## src/rtl/core/point_light_grid_accumulator_assert.svh

```systemverilog
// ----------------------------------------------------------------------------
// Point light grid accumulator assertion macros
// Concurrent assertion helpers, included by the controller of the block.
// ----------------------------------------------------------------------------
`ifndef POINT_LIGHT_GRID_ACCUMULATOR_ASSERT_SVH
`define POINT_LIGHT_GRID_ACCUMULATOR_ASSERT_SVH

`ifndef NO_ASSERTIONS

// A property that must hold at every rising clock edge outside reset.
`define PLGA_ASSERT(name, clk, rst_n, prop, msg) \
  name: assert property (@(posedge clk) disable iff (!rst_n) (prop)) else $error(msg);

// A condition that, once seen, forces a consequence in the next cycle.
`define PLGA_ASSERT_NEXT(name, clk, rst_n, ante, cons, msg) \
  name: assert property (@(posedge clk) disable iff (!rst_n) (ante) |=> (cons)) \
    else $error(msg);

`else

`define PLGA_ASSERT(name, clk, rst_n, prop, msg)
`define PLGA_ASSERT_NEXT(name, clk, rst_n, ante, cons, msg)

`endif

`endif

```

## src/rtl/core/plga_pkg.sv

```systemverilog
// ----------------------------------------------------------------------------
// Point light grid accumulator package
// Shared constants, codes and control structures of the block.
// ----------------------------------------------------------------------------
`timescale 1ns / 1ps
`default_nettype none

package plga_pkg;

  // Field widths of the channels and registers.
  localparam int CMD_W    = 2;
  localparam int COORD_W  = 16;
  localparam int BRIGHT_W = 16;
  localparam int CIDX_W   = 10;
  localparam int VALUE_W  = 16;
  localparam int LIT_W    = 5;
  localparam int AREA_W   = 5;
  localparam int CENTER_W = 15;

  // Configuration port.
  localparam int PADDR_W = 4;
  localparam int PDATA_W = 32;

  // Stamp geometry.
  localparam int STAMP   = 5;
  localparam int STAMP_W = 3;
  localparam logic [STAMP_W-1:0] STAMP_LAST = STAMP_W'(STAMP - 1);

  // Distance weighting. The squared distance never exceeds 21 bits.
  localparam int unsigned DIST_NUM = 1088608;
  localparam int DIST_W    = 21;
  localparam int QUO_W     = 22;
  localparam int DIV_STEPS = QUO_W / 2;
  localparam int DIV_CNT_W = $clog2(DIV_STEPS + 1);
  localparam int PROD_W    = BRIGHT_W + QUO_W;
  localparam int INT_SHIFT = 5;
  localparam int CAP       = 32;
  localparam int CAP_W     = 6;

  typedef enum logic [CMD_W-1:0] {
    CMD_APPLY = 2'd0,
    CMD_CLEAR = 2'd1,
    CMD_READ  = 2'd2
  } command_e;

  typedef enum logic [1:0] {
    REG_AREA_WIDTH    = 2'd0,
    REG_AREA_HEIGHT   = 2'd1,
    REG_VIEW_CENTER_X = 2'd2,
    REG_VIEW_CENTER_Z = 2'd3
  } reg_index_e;

  typedef struct packed {
    logic [AREA_W-1:0]   area_width;
    logic [AREA_W-1:0]   area_height;
    logic [CENTER_W-1:0] view_center_x;
    logic [CENTER_W-1:0] view_center_z;
  } plga_cfg_t;

  typedef struct packed {
    logic capture;
    logic setup;
    logic check;
    logic advance;
    logic square;
    logic div_start;
    logic mult;
    logic write;
    logic read_issue;
    logic read_capture;
    logic clear_write;
    logic load_result;
  } dp_cmd_t;

  typedef struct packed {
    logic reject;
    logic cell_ok;
    logic last_cell;
    logic div_done;
    logic clear_last;
  } dp_status_t;

endpackage

`default_nettype wire

```

## src/rtl/core/plga_ctrl.sv

```systemverilog
// ----------------------------------------------------------------------------
// Point light grid accumulator controller
// Sequences the clearing sweep, cell reads and the per-cell light stamp.
// ----------------------------------------------------------------------------
`timescale 1ns / 1ps
`default_nettype none
`include "point_light_grid_accumulator_assert.svh"

module plga_ctrl (
  input  logic                         clk_i,
  input  logic                         rst_ni,
  input  logic                         in_valid_i,
  input  logic [plga_pkg::CMD_W-1:0]   in_cmd_i,
  output logic                         in_ready_o,
  output logic                         out_valid_o,
  input  logic                         out_ready_i,
  output plga_pkg::dp_cmd_t            cmd_o,
  input  plga_pkg::dp_status_t         status_i
);
  import plga_pkg::*;

  typedef enum logic [3:0] {
    ST_CLEAR,
    ST_IDLE,
    ST_SETUP,
    ST_CHECK,
    ST_SQUARE,
    ST_DIV_START,
    ST_DIVIDE,
    ST_MULT,
    ST_WRITE,
    ST_READ_ISSUE,
    ST_READ_CAPTURE,
    ST_FINISH
  } state_e;

  state_e state_q, state_d;
  logic   out_valid_q, out_valid_d;
  logic   reply_q, reply_d;

  always_comb begin
    state_d     = state_q;
    reply_d     = reply_q;
    out_valid_d = out_valid_q && !out_ready_i;
    cmd_o       = '0;
    in_ready_o  = (state_q == ST_IDLE);
    case (state_q)
      ST_CLEAR: begin
        cmd_o.clear_write = 1'b1;
        if (status_i.clear_last) begin
          // The sweep after reset answers nobody; a clear command does.
          state_d = reply_q ? ST_FINISH : ST_IDLE;
          reply_d = 1'b0;
        end
      end
      ST_IDLE: begin
        if (in_valid_i) begin
          cmd_o.capture = 1'b1;
          case (command_e'(in_cmd_i))
            CMD_APPLY: state_d = ST_SETUP;
            CMD_CLEAR: begin
              state_d = ST_CLEAR;
              reply_d = 1'b1;
            end
            CMD_READ:  state_d = ST_READ_ISSUE;
            default:   state_d = ST_FINISH;
          endcase
        end
      end
      ST_SETUP: begin
        cmd_o.setup = 1'b1;
        state_d = status_i.reject ? ST_FINISH : ST_CHECK;
      end
      ST_CHECK: begin
        cmd_o.check = 1'b1;
        if (status_i.cell_ok) begin
          state_d = ST_SQUARE;
        end else begin
          cmd_o.advance = 1'b1;
          state_d = status_i.last_cell ? ST_FINISH : ST_CHECK;
        end
      end
      ST_SQUARE: begin
        cmd_o.square = 1'b1;
        state_d = ST_DIV_START;
      end
      ST_DIV_START: begin
        cmd_o.div_start = 1'b1;
        state_d = ST_DIVIDE;
      end
      ST_DIVIDE: begin
        if (status_i.div_done) begin
          state_d = ST_MULT;
        end
      end
      ST_MULT: begin
        cmd_o.mult = 1'b1;
        state_d = ST_WRITE;
      end
      ST_WRITE: begin
        cmd_o.write   = 1'b1;
        cmd_o.advance = 1'b1;
        state_d = status_i.last_cell ? ST_FINISH : ST_CHECK;
      end
      ST_READ_ISSUE: begin
        cmd_o.read_issue = 1'b1;
        state_d = ST_READ_CAPTURE;
      end
      ST_READ_CAPTURE: begin
        cmd_o.read_capture = 1'b1;
        state_d = ST_FINISH;
      end
      ST_FINISH: begin
        if (!out_valid_q || out_ready_i) begin
          cmd_o.load_result = 1'b1;
          out_valid_d = 1'b1;
          state_d = ST_IDLE;
        end
      end
      default: begin
        state_d = ST_IDLE;
      end
    endcase
  end

  always_ff @(posedge clk_i or negedge rst_ni) begin
    if (!rst_ni) begin
      state_q     <= ST_CLEAR;
      reply_q     <= 1'b0;
      out_valid_q <= 1'b0;
    end else begin
      state_q     <= state_d;
      reply_q     <= reply_d;
      out_valid_q <= out_valid_d;
    end
  end

  assign out_valid_o = out_valid_q;

  `PLGA_ASSERT(a_no_overwrite, clk_i, rst_ni, !(cmd_o.load_result && out_valid_q && !out_ready_i), "result register overwritten before transfer")
  `PLGA_ASSERT_NEXT(a_div_busy, clk_i, rst_ni, cmd_o.div_start, !status_i.div_done, "divider reports done right after start")
  `PLGA_ASSERT(a_write_after_mult, clk_i, rst_ni, !cmd_o.write || $past(cmd_o.mult), "grid write without a weighted product")
  `PLGA_ASSERT_NEXT(a_busy_after_accept, clk_i, rst_ni, cmd_o.capture, !in_ready_o, "new item taken while one is in work")

endmodule

`default_nettype wire

```

## config.mk

```make
export PLATFORM = sky130hd
export DESIGN_NAME = plga_ctrl
export DESIGN_NICKNAME = d
export VERILOG_FILES = /design/src/rtl/core/plga_pkg.sv /design/src/rtl/core/plga_ctrl.sv
export VERILOG_INCLUDE_DIRS = /design/src /design/src/rtl/core
export SDC_FILE = /design/constraint.sdc
export NUM_CORES = 1
export LEC_CHECK = 0
export CORE_AREA = 2 2 39 41
export DETAILED_ROUTE_END_ITERATION = 10
export DIE_AREA = 0 0 41 43
export DONT_BUFFER_PORTS = 1
export GPL_TIMING_DRIVEN = 0
export PLACE_DENSITY = 0.65
export SETUP_SLACK_MARGIN = 0.1
export SYNTH_ARGS = -nofsm -noshare
export SYNTH_HDL_FRONTEND = slang
export SYNTH_SLANG_ARGS = --single-unit
```

## constraint.sdc

```tcl
create_clock -name clk_i -period 2.6 [get_ports clk_i]
set_input_delay 0.39 -clock clk_i [delete_from_list [all_inputs] [get_ports clk_i]]
set_output_delay 0.39 -clock clk_i [all_outputs]
set_load 0.01 [all_outputs]
```

==> flow_metrics.py <==
metrics = {
    "sta": {
        "setup_viol": 0,
        "maxSlewViolCount": 0,
        "fmax_mhz": 516.9,
        "clock-skew-final_ns": 0.007319,
        "relSlewSlack_pct": 71.56,
        "whs_ns": 0.3058,
        "fin_crit_sh_pct": 74.41,
        "finalSetupTns_ns": 0,
        "min_period_ns": 1.935,
        "worst_slew_pin_slew_ns": 0.4234,
        "grt_setup_unrepaired": "false",
        "worst_slack_ns": 0.6654,
        "hold_violations": 0,
    },
    "drt": {
        "wire_per_inst_um": 14.17,
        "drtIter0Drc": 14,
        "ant_nets": 0,
        "viasPerCell": 5.712,
        "drcViolationCount": 0,
        "route.vias.total": 594,
        "wl_um": 1474,
        "firstDrtPassIters": 4,
    },
    "synth": {
        "ys_seq_area_share_pct": 22.51,
        "synth.most_common_cell": "nor2_1",
        "ys_top_cells_by_count": "nor2_1 (14), dfrtp_1 (6), nand2b_1 (6), nor3_1 (6)",
        "yosys_warnings": 0,
        "yosys-top-cells-area": "dfrtp_1 (23%), nor2_1 (7.9%), ha_1 (5.6%)",
        "synth_largest_area_cell": "dfrtp_1",
        "syn_avg_cell_area_um2": 7.939,
        "syn_inst": 84,
        "synth_flop_cell": "dfrtp_1",
        "synth_nets": 98,
        "synth-edff-count": 0,
        "ys_types": 36,
        "synth.top_cell.area_share_pct": 22.51,
        "synth_area_um2": 666.9,
        "yosys_register_bits": 6,
        "async_flop_share_pct": 100.0,
    },
    "clock_tree": {
        "cts_setup_buffers": 0,
        "clock-sinks": 6,
        "htree_num_levels": 1,
        "cts_buffer_depth": 2,
        "clk_pin_slew_worst_paths_ns": 0.05,
        "cts_resized": 0,
        "numCtsBuffers": 3,
        "holdBufCountCts": 1,
        "insertion_delay_ns": 0.24,
        "cts_tree": "done",
        "root_buffer": "clkbuf_4",
    },
    "critical_path": {
        "slowest_delay_ns": 0.44,
        "path_class": "flip-flop to output port",
        "worstPathArrival_ns": 1.54,
        "path_delay_family": "simple AND/OR/NAND/NOR gates",
        "path_buf_inv": 1,
        "critPathMaxFanout": 7,
        "cp_slowest_cell": "dfrtp_1",
        "required_ns": 2.21,
        "crit_path_end_kind": "output port",
        "path_cells": "or2_1 -> buf_2 -> nor2_1 -> and2_1",
        "startpoint_type": "flip-flop",
    },
    "final_layout": {
        "antenna-diode-count": 0,
        "drive_gt1_share_pct": 17.05,
        "nNetsFinal": 104,
        "final_area_um2": 719.4,
        "syn_to_final_growth_pct": 7.880,
    },
    "grt": {
        "grt_usage_pct": 18.42,
        "grt-ovfl-total": 0,
        "grt_pass1_vias": 534,
        "grt_max_degree": 11,
        "grt_pass1_wl_um": 2263,
        "antenna_found_initial": 0,
    },
    "floorplanning": {
        "core_um2": 1384,
        "start_util_pct": 48.19,
        "die_w_um": 41,
        "io_pins": 25,
        "die_h_um": 43,
        "rows": 14,
        "die-area_um2": 1763,
    },
    "flow_run": {
        "drv_cap": 0,
    },
    "power_and_ir_drop": {
        "irDropWorstVdd_v": 0.0005471,
        "leakage_nw": 0.2925,
        "power_density_nw_per_um2": 1275,
    },
    "place": {
        "dp.final_hpwl_um": 1197,
        "place.gp.congestion": 0.8738,
        "post-place-ws_ns": 0.9176,
        "io_buffer_count": 0,
        "placed_area_um2": 686.9,
    },
    "status": {
        "outcome": "completed",
    },
    "min_path": {
        "hold_path_class": "primary input to flip-flop",
    },
}
[registers in the layout, indices dropped and copies added, names as in the netlist]
register	flops
state_q	4
out_valid_o	1
reply_q	1
[layer usage]
| metal | vias up | GRT usage [%] | part of all wire (%) |
|---|---|---|---|
| met5 | - | 0 | 0 |
| li1 | 307 | - | - |
| met1 | 272 | 25.74 | 46 |
| met4 | 0 | 4.000 | 0 |
| met3 | 0 | 5.759 | 5.7 |
| met2 | 15 | 27.19 | 48 |
[cell usage in the layout (no fill, tap or decap), types with 3 or more instances in the layout]
master     n
o21ai_1    3
nand2_1    4
clkbuf_4   3
dfrtp_1    6
nand2b_1   6
nor3_1     6
o21ai_0    3
inv_1      3
buf_2      4
nor2_1    14
ha_1       3
a21oi_1    4
[kinds of logic (layout without fill, tap and decap cells)]
family	Yosys count	count (layout)	synth area share [%]
fa+ha+maj	3	3	5.629
flops	6	6	22.51
mux	2	2	3.189
compound gates	20	20	23.64
simple gates	42	42	35.27
buf+inv	11	15	9.756
[final cells by class]
| type | instances | area (µm²) |
|---|---|---|
| clock buffers | 3 | 22.52 |
| plain buffers | 7 | 50.05 |
| fillers | 143 | 664.4 |
| inverters | 4 | 15.01 |
| repair buffers | 1 | 10.01 |
| well taps | 16 | 20.02 |
| multi-input cells | 67 | 451.7 |
| flip-flops and latches | 6 | 150.1 |
[where the power goes]
part           internal [mW]  switching [mW]
Clock                 0.0520          0.0309
Combinational          0.266           0.385
Sequential             0.142          0.0416
[path summary, 6_finish.rpt]
| kind | from | to | slack (ns) | cells past startpoint |
|---|---|---|---|---|
| setup / recovery | state_q[2] | cmd_o[11] | 0.67 | 4 |
| max in group asynchronous | rst_ni | reply_q | 1.92 | 1 |
| hold reg to reg | reply_q | reply_q | 0.55 | 2 |
| setup reg to reg | state_q[0] | state_q[0] | 1.04 | 5 |
| min in group asynchronous | rst_ni | state_q[1] | 0.46 | 1 |
| hold / removal | status_i[2] | state_q[3] | 0.31 | 2 |
[per-stage QoR]
step / cells / utilization (%) / power (mW)
floorplan: 84 / - / 0.7216
global placement: 100 / 49.64 / 0.8225
detailed placement: 100 / 49.64 / 0.8346
CTS: 104 / 51.99 / 0.9249
global route: 104 / 51.99 / 1.003
finish: 104 / 51.99 / 0.9171
(Power assumes the default switching activity.)
